`src/rtl/lbwu_pkg.sv`:
```
// Shared types, constants and helpers for the low-bit weight unpacker.
// No dependencies; used by lbwu_slicer and low_bit_weight_unpacker.
package lbwu_pkg;

  localparam int unsigned ByteW  = 8;
  localparam int unsigned WidthW = 4;
  localparam int unsigned CarryW = 7;
  localparam int unsigned AccW   = CarryW + ByteW;
  localparam int unsigned CntW   = 4;

  localparam logic [WidthW-1:0] WidthNibble = 4'd4;
  localparam logic [WidthW-1:0] WidthByte   = 4'd8;

  typedef struct packed {
    logic [ByteW-1:0]  value;
    logic              last;
    logic [CntW-1:0]   rem_cnt;
    logic [CarryW-1:0] rem_bits;
  } slice_t;

  // Zero and anything above eight fall back to byte pass-through.
  function automatic logic [WidthW-1:0] eff_width(input logic [WidthW-1:0] w);
    logic [WidthW-1:0] r;
    r = w;
    if (w == '0 || w > WidthByte) r = WidthByte;
    return r;
  endfunction

  function automatic logic is_direct(input logic [WidthW-1:0] w);
    return (w == WidthNibble) || (w == WidthByte);
  endfunction

endpackage

```
`src/rtl/lbwu_slicer.sv`:
```
// Field extraction: takes the top field of the working bits, converts it to
// a signed byte and reports what is left. Depends on lbwu_pkg.
module lbwu_slicer (
  input  logic [lbwu_pkg::AccW-1:0]   acc_i,
  input  logic [lbwu_pkg::CntW-1:0]   cnt_i,
  input  logic [lbwu_pkg::WidthW-1:0] width_i,
  output lbwu_pkg::slice_t            slice_o
);

  logic [lbwu_pkg::CntW-1:0]   shift;
  logic [lbwu_pkg::AccW-1:0]   shifted;
  logic [lbwu_pkg::ByteW-1:0]  mask;
  logic [lbwu_pkg::ByteW-1:0]  top;
  logic [lbwu_pkg::ByteW-1:0]  field;
  logic [lbwu_pkg::CarryW-1:0] rem_mask;
  logic [lbwu_pkg::CntW:0]     twice_w;

  assign shift   = cnt_i - width_i;
  assign shifted = acc_i >> shift;
  assign mask    = lbwu_pkg::ByteW'((9'd1 << width_i) - 9'd1);
  assign top     = lbwu_pkg::ByteW'(9'd1 << (width_i - 4'd1));
  assign twice_w = {1'b0, width_i} << 1;

  always_comb begin
    field = shifted[lbwu_pkg::ByteW-1:0] & mask;
    // biased widths: flipping the top bit turns u - 2^(w-1) into signed w bits
    if (!lbwu_pkg::is_direct(width_i)) field = field ^ top;
    if ((field & top) != '0) field = field | ~mask;
  end

  assign rem_mask = lbwu_pkg::CarryW'((8'd1 << shift) - 8'd1);

  assign slice_o.value    = field;
  assign slice_o.last     = {1'b0, cnt_i} < twice_w;
  assign slice_o.rem_cnt  = shift;
  assign slice_o.rem_bits = acc_i[lbwu_pkg::CarryW-1:0] & rem_mask;

endmodule

```
`src/rtl/low_bit_weight_unpacker.sv`:
```
// Top level of the low-bit weight unpacker: input/carry registers, result
// register and config register. Depends on lbwu_pkg and lbwu_slicer.
//
//  channel   dir  payload                                    handshake
//  s_axis    in   tdata[7:0]=packed_byte, tlast=stream_end   tvalid/tready
//  m_axis    out  tdata[7:0]=weight_value, tlast=last_of_byte tvalid/tready
//  cfg       in   cfg_data_i[3:0]=weight_bits                cfg_valid_i/cfg_ready_o
//
// One result per cycle while a byte is held and m_axis is not stalled: a byte yields 1 result
// at width 8, 2 at width 4 and (carry + 8) / width otherwise, all from the single field slicer.
// A new byte is taken in the cycle its predecessor's last result enters the result register.
// Reset clears the carry and sets the width to 8; a config write clears the carry.
// A stalled result register holds the slicer; no results are dropped.
module low_bit_weight_unpacker (
  input  logic        clk_i,
  input  logic        rst_ni,
  input  logic        s_axis_tvalid,
  output logic        s_axis_tready,
  input  logic [7:0]  s_axis_tdata,   // [7:0] packed_byte
  input  logic        s_axis_tlast,   // stream_end
  output logic        m_axis_tvalid,
  input  logic        m_axis_tready,
  output logic [7:0]  m_axis_tdata,   // [7:0] weight_value
  output logic        m_axis_tlast,   // last_of_byte
  input  logic        cfg_valid_i,
  output logic        cfg_ready_o,
  input  logic [3:0]  cfg_data_i
);

  logic [lbwu_pkg::WidthW-1:0] wbits_q;
  logic [lbwu_pkg::WidthW-1:0] width;
  logic                        have_q, have_d;
  logic [lbwu_pkg::AccW-1:0]   acc_q, acc_d;
  logic [lbwu_pkg::CntW-1:0]   cnt_q, cnt_d;
  logic                        end_q, end_d;
  logic [lbwu_pkg::CarryW-1:0] carry_bits_q, carry_bits_d;
  logic [2:0]                  carry_cnt_q, carry_cnt_d;
  logic                        m_valid_q;
  logic [lbwu_pkg::ByteW-1:0]  m_data_q;
  logic                        m_last_q;

  lbwu_pkg::slice_t            slice;
  logic                        adv;
  logic                        finish;
  logic                        accept;
  logic [lbwu_pkg::CarryW-1:0] src_bits;
  logic [2:0]                  src_cnt;

  assign width = lbwu_pkg::eff_width(wbits_q);

  lbwu_slicer u_slicer (
    .acc_i   (acc_q),
    .cnt_i   (cnt_q),
    .width_i (width),
    .slice_o (slice)
  );

  assign adv           = have_q && (!m_valid_q || m_axis_tready);
  assign finish        = adv && slice.last;
  assign s_axis_tready = !have_q || finish;
  assign accept        = s_axis_tvalid && s_axis_tready;
  assign cfg_ready_o   = 1'b1;

  always_comb begin
    carry_bits_d = carry_bits_q;
    carry_cnt_d  = carry_cnt_q;
    if (finish) begin
      if (end_q || lbwu_pkg::is_direct(width)) begin
        carry_bits_d = '0;
        carry_cnt_d  = '0;
      end else begin
        carry_bits_d = slice.rem_bits;
        carry_cnt_d  = slice.rem_cnt[2:0];
      end
    end
    src_bits = carry_bits_d;
    src_cnt  = carry_cnt_d;
  end

  always_comb begin
    have_d = have_q;
    acc_d  = acc_q;
    cnt_d  = cnt_q;
    end_d  = end_q;
    if (adv) begin
      cnt_d = slice.rem_cnt;
      if (slice.last) have_d = 1'b0;
    end
    if (accept) begin
      have_d = 1'b1;
      end_d  = s_axis_tlast;
      case (width)
        lbwu_pkg::WidthNibble: begin
          // low nibble first: swap so the MSB-first slicer sees it on top
          acc_d = {7'd0, s_axis_tdata[3:0], s_axis_tdata[7:4]};
          cnt_d = 4'd8;
        end
        lbwu_pkg::WidthByte: begin
          acc_d = {7'd0, s_axis_tdata};
          cnt_d = 4'd8;
        end
        default: begin
          acc_d = {src_bits, s_axis_tdata};
          cnt_d = {1'b0, src_cnt} + 4'd8;
        end
      endcase
    end
  end

  always_ff @(posedge clk_i or negedge rst_ni) begin
    if (!rst_ni) begin
      wbits_q      <= lbwu_pkg::WidthByte;
      have_q       <= 1'b0;
      carry_bits_q <= '0;
      carry_cnt_q  <= '0;
      m_valid_q    <= 1'b0;
    end else begin
      have_q <= have_d;
      if (cfg_valid_i) begin
        wbits_q      <= cfg_data_i;
        carry_bits_q <= '0;
        carry_cnt_q  <= '0;
      end else begin
        carry_bits_q <= carry_bits_d;
        carry_cnt_q  <= carry_cnt_d;
      end
      if (adv) m_valid_q <= 1'b1;
      else if (m_axis_tready) m_valid_q <= 1'b0;
    end
  end

  always_ff @(posedge clk_i) begin
    acc_q <= acc_d;
    cnt_q <= cnt_d;
    end_q <= end_d;
    if (adv) begin
      m_data_q <= slice.value;
      m_last_q <= slice.last;
    end
  end

  assign m_axis_tvalid = m_valid_q;
  assign m_axis_tdata  = m_data_q;
  assign m_axis_tlast  = m_last_q;

  a_work_has_field: assert property (@(posedge clk_i) disable iff (!rst_ni)
    have_q |-> (cnt_q >= width))
    else $error("working byte holds fewer bits than one field");

  a_carry_below_width: assert property (@(posedge clk_i) disable iff (!rst_ni)
    ({1'b0, carry_cnt_q} < width) || (carry_cnt_q == 3'd0))
    else $error("carry count reached the field width");

  a_carry_clean: assert property (@(posedge clk_i) disable iff (!rst_ni)
    (carry_bits_q >> carry_cnt_q) == '0)
    else $error("carry bits above the carry count");

endmodule

```
`config.mk`:
```
export PLATFORM = sky130hd
export DESIGN_NAME = low_bit_weight_unpacker
export DESIGN_NICKNAME = d
export VERILOG_FILES = /design/src/rtl/lbwu_pkg.sv /design/src/rtl/lbwu_slicer.sv /design/src/rtl/low_bit_weight_unpacker.sv
export SDC_FILE = /design/constraint.sdc
export NUM_CORES = 1
export LEC_CHECK = 0
export BUFFER_PORTS_ARGS = -buffer_cell sky130_fd_sc_hd__buf_2
export CAP_MARGIN = 40
export CORE_ASPECT_RATIO = 0.9
export CORE_MARGIN = 4
export CORE_UTILIZATION = 50
export DETAILED_ROUTE_END_ITERATION = 6
export PLACE_DENSITY_LB_ADDON = 0.08
export SLEW_MARGIN = 20
export SYNTH_ARGS = -nofsm -noshare
export SYNTH_HDL_FRONTEND = slang
export SYNTH_SLANG_ARGS = --single-unit
export TNS_END_PERCENT = 100
```
`constraint.sdc`:
```
create_clock -name clk_i -period 5 [get_ports clk_i]
set_clock_uncertainty 0.15 [all_clocks]
set_input_delay 1 -clock clk_i [delete_from_list [all_inputs] [get_ports clk_i]]
set_output_delay 1 -clock clk_i [all_outputs]
set_load 0.01 [all_outputs]
```
==> results.yml, run 1 <==
power:
  share_seq_of_total_power: 0.271
  total_switching_power_w: 0.000927
  p_leak_nw: 1.39
  post-layout-total-power_w: 0.00215
  p_comb_frac: 0.605
  power_frac_clock: 0.124
  p_sw_frac: 0.431
  powerDensity_mw_per_mm2: 629
  power.internal_w: 0.00122
  worst_ir_drop_vdd_v: 0.000262
synthesis:
  netlist-cell-type-count: 58
  post_synth_top_flop: "sky130_fd_sc_hd__edfxtp_1"
  synthesis.area_mm2: 0.00309
  yosys_reg_bits: 45
  synth-seq-area-share: 0.411
  synth-edff-count: 29
  async_reset_ff_frac: 0.356
  post_synth_inst_count: 327
  yosys_warnings: 0
  syn-mean-instance-area_um2: 9.46
status:
  status: "finished, final reports clean"
sta:
  timing.fmax_ghz: 0.239
  transition_time_of_the_tightest_slew_check_pin_ps: 731
  drv_slew: 0
  layout_worst_path_cycle_share: 0.836
  finalHoldViolCount: 0
  min_period_ps: 4180
  setup_tns_after_final_layout_ps: 0
  setup_viol: 0
  slew_headroom: 0.513
  rsz0062_at_grt: "no"
clock_network:
  clk_path_buf_depth: 2
  clock_tree.root_cell: "sky130_fd_sc_hd__clkbuf_8"
  post-cts-setup-buffers: 0
  ctsHoldBuffers: 0
  numCtsBuffers: 5
  cts_sinks: 45
  clk_latency_ps: 300
  tritoncts: "built"
  ctsResizeCount: 0
  clk_transition_reported_paths_ps: 80
  cts_max_level: 2
floorplanning:
  die_height_um: 82.6
  design.portCount: 30
  die-area_mm2: 0.00751
  fp.coreArea_mm2: 0.00582
  num_rows: 26
  floorplan.die.width_um: 90.9
  initial_utilization: 0.531
worst_setup_path:
  cp_data_arrival_time_ps: 4070
  reg2reg_depth: 12
  timing.critical_path.max_delay_family: "compound AO/OA/AOI/OAI gates"
  required_time_of_the_critical_path_ps: 4890
  worst_setup_path_start_kind: "register"
  critical-path-slowest-cell: "sky130_fd_sc_hd__fa_1"
  timing.critical_path.cells: "inv_1 > nor2_1 > ha_1 > inv_1 > fa_1 > inv_2 > mux2i_1 > a211oi_1 > a2111o_1 > a311o_1 > nor2_2 > o311ai_1"
  cp_num_cells: 12
  cp_max_fo: 16
  critical_path.most_common_cell: "sky130_fd_sc_hd__inv_1"
  cp_num_buf_inv: 3
  crit_path_end_kind: "register"
  timing.critical_path.slowest_cell_delay_ps: 760
  path_class: "register to register"
route:
  route.antenna.remaining_nets: 0
  totalWireLength_mm: 6.90
  wire_per_inst_um: 16.3
  detailedRoute.firstPassIterationCount: 5
  via_count: 2515
  avgViaCountPerCell: 5.95
  drc_errors: 0
  dr.first_iter.drc_count: 187
global_route:
  grt_pass1_wl_mm: 11.6
  grt_max_degree: 22
  grt_overflow: 0
  first_global_vias: 2393
  groute.usage.overall: 0.197
  initial_antenna_violation_count: 0
run:
  max_cap_viol_count: 0
layout:
  synthToLayoutAreaGrowth_pct: 10.4
  register_area_mm2: 0.00127
  multi_input_comb_area_mm2: 0.00171
  nFillCells: 512
  final_layout_size_suffix_gt1_frac: 0.215
  antenna-diode-count: 0
  nets: 378
  final_area_mm2: 0.00342
place:
  placement.cell_area_mm2: 0.00330
  detailed_place_hpwl_mm: 5.25
  gpl.final_weighted_congestion: 0.915
  io_buffers: 28
worst_hold_path:
  min_path_type: "register to register"
  hold_depth: 1
## flip-flops by register name, summed over array words and instances, names as in the netlist
signal and flops:
m_axis_tvalid 1, acc_q 15, cnt_q 4, m_axis_tlast 1
end_q 1, wbits_q 4, carry_cnt_q 3, m_axis_tdata 8
have_q 1, carry_bits_q 7
## cells in the mapped netlist (all sizes together), types with 2 or more instances
master   n  area, um2
a211oi   2       15.0
a21o     3       22.5
a21oi   20        100
a22o     4       35.0
a22oi    2       15.0
a31oi    2       12.5
a32oi    2       17.5
and2     3       18.8
and3     5       31.3
buf      4       21.3
clkbuf  14       52.6
dfrtp   15        375
edfxtp  29        871
ha       7       87.6
inv     11       41.3
mux2    17        191
mux2i   18        180
mux4     3       67.6
nand2   33        124
nand2b   8       50.1
nand3   15       75.1
nand4    2       12.5
nor2    40        153
nor2b    4       25.0
nor3    12       65.1
o211ai   3       22.5
o21a     2       15.0
o21ai   12       63.8
o21bai   3       22.5
or2      4       25.0
or3      2       12.5
xnor2    6       60.1
xor2     3       41.3
## final cells by class
class / count / area share
sequential: 45 / 0.373
tap: 70 / 0.0256
timing repair buffer: 35 / 0.0564
clock buffer: 8 / 0.0326
inverter: 11 / 0.0121
multi-input combinational: 254 / 0.501
## cells in the final DEF (no fill, tap or decap), types with 3 or more instances in the layout
cell type	synthesis	routed
sky130_fd_sc_hd__nand2_1	33	33
sky130_fd_sc_hd__dfrtp_1	15	15
sky130_fd_sc_hd__inv_1	10	10
sky130_fd_sc_hd__o211ai_1	3	3
sky130_fd_sc_hd__mux2i_1	18	18
sky130_fd_sc_hd__a21oi_1	20	20
sky130_fd_sc_hd__xnor2_1	5	5
sky130_fd_sc_hd__a22o_1	4	4
sky130_fd_sc_hd__and3_1	5	5
sky130_fd_sc_hd__buf_4	1	7
sky130_fd_sc_hd__mux4_2	3	3
sky130_fd_sc_hd__or2_2	4	4
sky130_fd_sc_hd__o21ai_0	11	11
sky130_fd_sc_hd__buf_2	2	28
sky130_fd_sc_hd__nor3_1	11	11
sky130_fd_sc_hd__ha_1	7	7
sky130_fd_sc_hd__nand2b_1	8	8
sky130_fd_sc_hd__and2_1	3	3
sky130_fd_sc_hd__a21o_1	3	3
sky130_fd_sc_hd__nor2_1	39	39
sky130_fd_sc_hd__edfxtp_1	29	29
sky130_fd_sc_hd__nor2b_1	4	4
sky130_fd_sc_hd__mux2_2	17	17
sky130_fd_sc_hd__nand3_1	15	15
sky130_fd_sc_hd__o21bai_1	3	3
sky130_fd_sc_hd__clkbuf_8	0	6
## path summary, 6_finish.rpt
| kind | startpoint | to | slack [ps] |
|---|---|---|---|
| worst max-delay path | wbits_q[0]$_DFFE_PN0P_ | m_axis_tdata[2]$_DFFE_PP_ | 820 |
| worst min-delay path | have_q$_DFFE_PN0P_ | m_axis_tvalid$_DFFE_PN0P_ | 370 |
| worst max register to register | wbits_q[0]$_DFFE_PN0P_ | m_axis_tdata[2]$_DFFE_PP_ | 820 |
| worst min register to register | have_q$_DFFE_PN0P_ | m_axis_tvalid$_DFFE_PN0P_ | 370 |
| max in group asynchronous | rst_ni | wbits_q[3]$_DFFE_PN1P_ | 3940 |
| min in group asynchronous | rst_ni | carry_bits_q[6]$_DFF_PN0_ | 450 |
## cell families after synthesis
kind of cell | count (synthesis) | synth area share
adders and majority gates | 8 | 0.0348
DFF | 45 | 0.411
muxes | 38 | 0.142
and+or+nand+nor | 134 | 0.207
buffers and inverters | 29 | 0.0372
AOI/OAI and AO/OA | 63 | 0.133
xor gates and xnor gates | 9 | 0.0328
other | 1 | 0.00121
## power by group through the flow
stage	Combinational [W]	Sequential (W)	Clock (W)
floorplan	0.000987	0.000591	0
global placement	0.00129	0.000591	0
detailed placement	0.00130	0.000592	0
CTS	0.00130	0.000584	0.000273
global route	0.00144	0.000593	0.000289
finish	0.00130	0.000584	0.000266
## per-layer routing
metal  vias up  wire [um]  track usage
met5         -          0            0
met4         0         97       0.0663
met3         8        448       0.0408
met2        82       3130        0.317
met1      1196       3230        0.269
li1       1229          -            -
## metrics by stage
step	util	hold slack, ps	worst slack [ps]	std cells
3_5_place_dp	0.567	343	849	415
2_1_floorplan	-	312	1150	328
3_3_place_gp	0.567	336	981	415
4_1_cts	0.587	371	818	423
6_report	0.587	367	820	423
5_1_grt	0.587	395	455	423
Power figures use the tool's default switching activity.
==> run 2: changes to the inputs <==
==> constraint.sdc (replaced) <==
create_clock -name clk_i -period 4 [get_ports clk_i]
set_clock_uncertainty 0.15 [all_clocks]
set_input_delay 0.8 -clock clk_i [delete_from_list [all_inputs] [get_ports clk_i]]
set_output_delay 0.8 -clock clk_i [all_outputs]
set_load 0.01 [all_outputs]
==> run 2 against run 1 <==
Sequential share of layout area fell by 0.31 points; power rose by 24%; sequential power rose by 24%; global-route usage fell by 0.97 points; flip-flop and latch count did not move; via count fell by 0.76%; count of clock-buffer cells in the layout fell by 1; first-iteration DRC count fell by 10%; critical path type unchanged; highest routed layer unchanged.
==> results.yml, run 2 (synthesis results as in run 1) <==
status:
  status: "finished, final reports clean"
sta:
  rsz0062_at_grt: "no"
  setup_viol: 0
  drv_slew: 0
  layout_worst_path_cycle_share: 0.918
  finalWorstSetupSlack_ps: 327
  finalHoldViolCount: 0
  slew_headroom: 0.548
  timing.fmax_ghz: 0.272
  transition_time_of_the_tightest_slew_check_pin_ps: 672
  min_period_ps: 3670
  setup_tns_after_final_layout_ps: 0
global_route:
  first_global_vias: 2253
  initial_antenna_violation_count: 0
  grt_overflow: 0
  grt_pass1_wl_mm: 11.1
  grt_max_degree: 23
  groute.usage.overall: 0.187
run:
  max_cap_viol_count: 0
layout:
  final_area_mm2: 0.00344
  multi_input_comb_area_mm2: 0.00172
  max_flop_register: "acc_q"
  antenna-diode-count: 0
  nets: 384
  final_layout_size_suffix_gt1_frac: 0.228
  nFillCells: 516
  mostFrequentLayoutCell: "sky130_fd_sc_hd__nor2_1"
  utilization: 0.592
  largest_register_ffs: 15
  synthToLayoutAreaGrowth_pct: 11.3
  commonest_cells_after_routing_fill_and_taps_aside: "sky130_fd_sc_hd__nor2_1 (39), sky130_fd_sc_hd__nand2_1 (33), sky130_fd_sc_hd__edfxtp_1 (29), sky130_fd_sc_hd__buf_2 (28), sky130_fd_sc_hd__a21oi_1 (20)"
  register_area_mm2: 0.00127
clock_network:
  numCtsBuffers: 5
  clk_transition_reported_paths_ps: 80
  tritoncts: "built"
  post-cts-setup-buffers: 0
  cts_max_level: 2
  clk_latency_ps: 300
  cts_sinks: 45
  clock_tree.root_cell: "sky130_fd_sc_hd__clkbuf_8"
  clk_path_buf_depth: 2
route:
  detailedRoute.firstPassIterationCount: 5
  via_count: 2496
  totalWireLength_mm: 6.81
  drc_errors: 0
  route.antenna.remaining_nets: 0
  wire_per_inst_um: 15.9
  avgViaCountPerCell: 5.82
  dr.first_iter.drc_count: 168
floorplanning:
  fp.coreArea_mm2: 0.00582
  initial_utilization: 0.531
  design.portCount: 30
  floorplan.die.width_um: 90.9
  num_rows: 26
  die_height_um: 82.6
  die-area_mm2: 0.00751
worst_setup_path:
  cp_data_arrival_time_ps: 3550
  path_class: "register to register"
  required_time_of_the_critical_path_ps: 3880
  cp_max_fo: 15
  worst_setup_path_start_kind: "register"
  crit_path_end_kind: "register"
place:
  placement.cell_area_mm2: 0.00335
  pre_cts_worst_setup_slack_ps: 357
  detailed_place_hpwl_mm: 5.23
  io_buffers: 28
  gpl.final_weighted_congestion: 0.883
power:
  p_leak_nw: 1.41
  powerDensity_mw_per_mm2: 773
  worst_ir_drop_vdd_v: 0.000477
worst_hold_path:
  min_path_type: "primary input to asynchronous set/reset pin"
[run 2: cell count changes in the layout (fill, tap and decap cells not counted), sizes merged]
cell    delta
clkinv     +1
buf        +6
clkbuf     -1
[run 2: worst paths after layout]
check | endpoint | cells after the start | start | slack, ps
max | m_axis_tdata[4]$_DFFE_PP_ | 11 | wbits_q[3]$_DFFE_PN1P_ | 330
min | carry_cnt_q[2]$_DFF_PN0_ | 1 | rst_ni | 260
max reg2reg | m_axis_tdata[4]$_DFFE_PP_ | 11 | wbits_q[3]$_DFFE_PN1P_ | 330
min reg2reg | m_axis_tvalid$_DFFE_PN0P_ | 1 | have_q$_DFFE_PN0P_ | 360
max in group asynchronous | wbits_q[3]$_DFFE_PN1P_ | 1 | rst_ni | 3130
min in group clk_i | m_axis_tvalid$_DFFE_PN0P_ | 1 | have_q$_DFFE_PN0P_ | 360
[run 2: per-stage QoR]
| step | total power [W] | instances | hold slack, ps |
|---|---|---|---|
| finish | 0.00266 | 429 | 257 |
| global route | 0.00288 | 429 | 277 |
| CTS | 0.00265 | 429 | 266 |
| detailed placement | 0.00237 | 421 | 345 |
| global placement | 0.00238 | 421 | 335 |
| floorplan | 0.00197 | 328 | 312 |
[run 2: what timing repair did]
| action | in CTS | in global routing |
|---|---|---|
| hold buffers | 0 | 0 |
| setup endpoints to repair | 0 | 2 |
| gates resized for setup | 0 | 2 |
[run 2: layout make-up]
type                    count  area share
inverters                  11      0.0120
clock buffers               7      0.0222
clock inverters             1     0.00145
multi-input cells         254       0.501
repair buffers             41      0.0690
flip-flops and latches     45       0.369
well taps                  70      0.0254
[run 2: where the power goes]
| part | switching [W] | internal [W] | leakage, nW |
|---|---|---|---|
| Clock | 0.000151 | 0.000123 | 0.0422 |
| Combinational | 0.000943 | 0.000725 | 0.881 |
| Sequential | 0.0000613 | 0.000661 | 0.484 |
[run 2: routing by layer]
| metal | vias to the layer above | track usage | part of all wire |
|---|---|---|---|
| li1 | 1252 | - | - |
| met1 | 1175 | 0.272 | 0.49 |
| met2 | 64 | 0.294 | 0.44 |
| met3 | 5 | 0.0308 | 0.057 |
| met4 | 0 | 0.0467 | 0.0081 |
| met5 | - | 0 | 0 |
[run 2: worst max-delay path, cell delays in order, from the launching register on]
cell and delay [ps]:
sky130_fd_sc_hd__dfstp_2 670, sky130_fd_sc_hd__nor2_1 90, sky130_fd_sc_hd__ha_1 210, sky130_fd_sc_hd__inv_1 70, sky130_fd_sc_hd__fa_1 470, sky130_fd_sc_hd__inv_2 200
sky130_fd_sc_hd__mux2i_1 260, sky130_fd_sc_hd__a211oi_1 100, sky130_fd_sc_hd__a2111o_1 440, sky130_fd_sc_hd__a311o_1 430, sky130_fd_sc_hd__nor2_2 220, sky130_fd_sc_hd__o21ai_0 110
==> run 3: changes to the inputs <==
--- a/config.mk
+++ b/config.mk
@@ -11,7 +11,7 @@
 export CORE_MARGIN = 4
 export CORE_UTILIZATION = 50
 export DETAILED_ROUTE_END_ITERATION = 6
-export PLACE_DENSITY_LB_ADDON = 0.08
+export PLACE_DENSITY = 0.69
 export SLEW_MARGIN = 20
 export SYNTH_ARGS = -nofsm -noshare
 export SYNTH_HDL_FRONTEND = slang
==> run 3 against run 2 <==
Register-to-register slack gained 20 ps; combinational power hardly changed; sequential share of layout area down 0.21 points; global-route usage grew 0.53 points; sequential power about the same; fmax grew 0.50%; hold slack improved by 8.0 ps; count of clock-buffer cells in the layout did not move; via count is 0.40% lower; critical path type unchanged; critical endpoint unchanged; highest routed layer unchanged.
==> results.yml, run 3 (synthesis results as in run 1) <==
floorplanning:
  num_rows: 26
  fp.coreArea_mm2: 0.00582
  die_height_um: 82.6
  initial_utilization: 0.531
  floorplan.die.width_um: 90.9
  die-area_mm2: 0.00751
  design.portCount: 30
power:
  p_comb_frac: 0.623
  powerDensity_mw_per_mm2: 784
  worst_ir_drop_vdd_v: 0.000399
  power_frac_clock: 0.113
  power.internal_w: 0.00155
  p_sw_frac: 0.431
  share_seq_of_total_power: 0.264
  p_leak_nw: 1.42
  post-layout-total-power_w: 0.00272
  total_switching_power_w: 0.00117
worst_setup_path:
  critical_path.most_common_cell: "sky130_fd_sc_hd__nor2_1"
  timing.critical_path.cells: "nor2_1 > ha_1 > inv_1 > fa_1 > nor2b_1 > nand2_1 > nor2_1 > a211oi_1 > a2111o_1 > a311o_1 > nor2_2 > o21ai_0"
  required_time_of_the_critical_path_ps: 3880
  worst_setup_path_start_kind: "register"
  cp_max_fo: 15
  timing.critical_path.slowest_cell_delay_ps: 660
  crit_path_end_kind: "register"
  critical-path-slowest-cell: "sky130_fd_sc_hd__dfstp_2"
  cp_data_arrival_time_ps: 3530
  path_class: "register to register"
route:
  route.antenna.remaining_nets: 0
  drc_errors: 0
  wire_per_inst_um: 16.0
  avgViaCountPerCell: 5.79
  detailedRoute.firstPassIterationCount: 4
  via_count: 2486
  dr.first_iter.drc_count: 127
  totalWireLength_mm: 6.86
layout:
  nFillCells: 527
  final_layout_size_suffix_gt1_frac: 0.228
  synthToLayoutAreaGrowth_pct: 12.0
  utilization: 0.595
  max_flop_register: "acc_q"
  final_area_mm2: 0.00346
  antenna-diode-count: 0
  commonest_cells_after_routing_fill_and_taps_aside: "sky130_fd_sc_hd__nor2_1 (39), sky130_fd_sc_hd__nand2_1 (33), sky130_fd_sc_hd__edfxtp_1 (29), sky130_fd_sc_hd__buf_2 (28), sky130_fd_sc_hd__a21oi_1 (20)"
  mostFrequentLayoutCell: "sky130_fd_sc_hd__nor2_1"
  largest_register_ffs: 15
  nets: 384
global_route:
  first_global_vias: 2376
  grt_max_degree: 22
  groute.usage.overall: 0.193
  initial_antenna_violation_count: 0
  grt_pass1_wl_mm: 11.5
  grt_overflow: 0
place:
  io_buffers: 28
  placement.cell_area_mm2: 0.00335
  detailed_place_hpwl_mm: 5.25
  pre_cts_worst_setup_slack_ps: 273
  gpl.final_weighted_congestion: 0.883
status:
  status: "finished, final reports clean"
sta:
  rsz0062_at_grt: "no"
  setup_viol: 0
  finalWorstSetupSlack_ps: 345
  finalHoldViolCount: 0
  layout_worst_path_cycle_share: 0.914
  timing.fmax_ghz: 0.274
  min_period_ps: 3660
  slew_headroom: 0.570
  drv_slew: 0
  transition_time_of_the_tightest_slew_check_pin_ps: 644
  setup_tns_after_final_layout_ps: 0
clock_network:
  cts_max_level: 2
  tritoncts: "built"
  clk_latency_ps: 290
  clock_tree.root_cell: "sky130_fd_sc_hd__clkbuf_8"
  cts_sinks: 45
  numCtsBuffers: 5
  clk_transition_reported_paths_ps: 80
  clk_path_buf_depth: 2
run:
  max_cap_viol_count: 0
worst_hold_path:
  min_path_type: "primary input to asynchronous set/reset pin"
run 3: cell counts in the layout (fill, tap and decap cells not counted):
Identical to the previous run, type by type.
run 3: timing repair:
action,CTS,global route
gates resized for setup,0,3
buffers inserted,0,0
endpoints found under the setup margin,0,11
hold buffers,0,0
run 3: layout make-up:
cell class	count	area, um2	area share
clock inverters	1	3.75	0.00108
inverters	11	41.3	0.0119
multi-input cells	254	1720	0.498
clock buffers	7	97.6	0.0282
flip-flops and latches	45	1270	0.367
repair buffers	41	238	0.0686
well taps	70	87.6	0.0253
run 3: final timing paths:
path / slack (ps) / from / to / cells after the start
hold / removal: 260 / rst_ni / carry_cnt_q[1]$_DFF_PN0_ / 1
setup reg to reg: 340 / wbits_q[3]$_DFFE_PN1P_ / m_axis_tdata[4]$_DFFE_PP_ / 12
min in group clk_i: 360 / carry_bits_q[5]$_DFF_PN0_ / carry_bits_q[5]$_DFF_PN0_ / 2
setup / recovery: 340 / wbits_q[3]$_DFFE_PN1P_ / m_axis_tdata[4]$_DFFE_PP_ / 12
hold reg to reg: 360 / carry_bits_q[5]$_DFF_PN0_ / carry_bits_q[5]$_DFF_PN0_ / 2
max in group asynchronous: 3130 / rst_ni / wbits_q[3]$_DFFE_PN1P_ / 1
run 3: worst max-delay path: cells and delay by family, from the launching register on:
family | cells | cell delay (ps)
flops | 1 | 660
compound gates | 4 | 1040
buf+inv | 1 | 70
simple gates | 5 | 790
fa+ha+maj | 2 | 670
run 3: stage by stage:
step                hold WS, ps  std cells
finish                      265        429
global route                272        429
detailed placement          340        421
CTS                         267        429
floorplan                   312        328
global placement            338        421
run 3: power by group through the flow:
stage                     clock network (W)  logic, W  registers, W
final                              0.000307   0.00169      0.000719
after global routing               0.000337   0.00188      0.000733
after CTS                          0.000319   0.00167      0.000719
after detailed placement                  0   0.00166      0.000729
after global placement                    0   0.00164      0.000727
after floorplan                           0   0.00123      0.000739
run 3: layer usage:
metal / vias up / track usage / routed length [um] / share of wire
li1: 1237 / - / - / -
met1: 1181 / 0.266 / 3310 / 0.48
met2: 58 / 0.312 / 3120 / 0.45
met3: 10 / 0.0326 / 333 / 0.049
met4: 0 / 0.0633 / 101 / 0.015
met5: - / 0 / 0 / 0
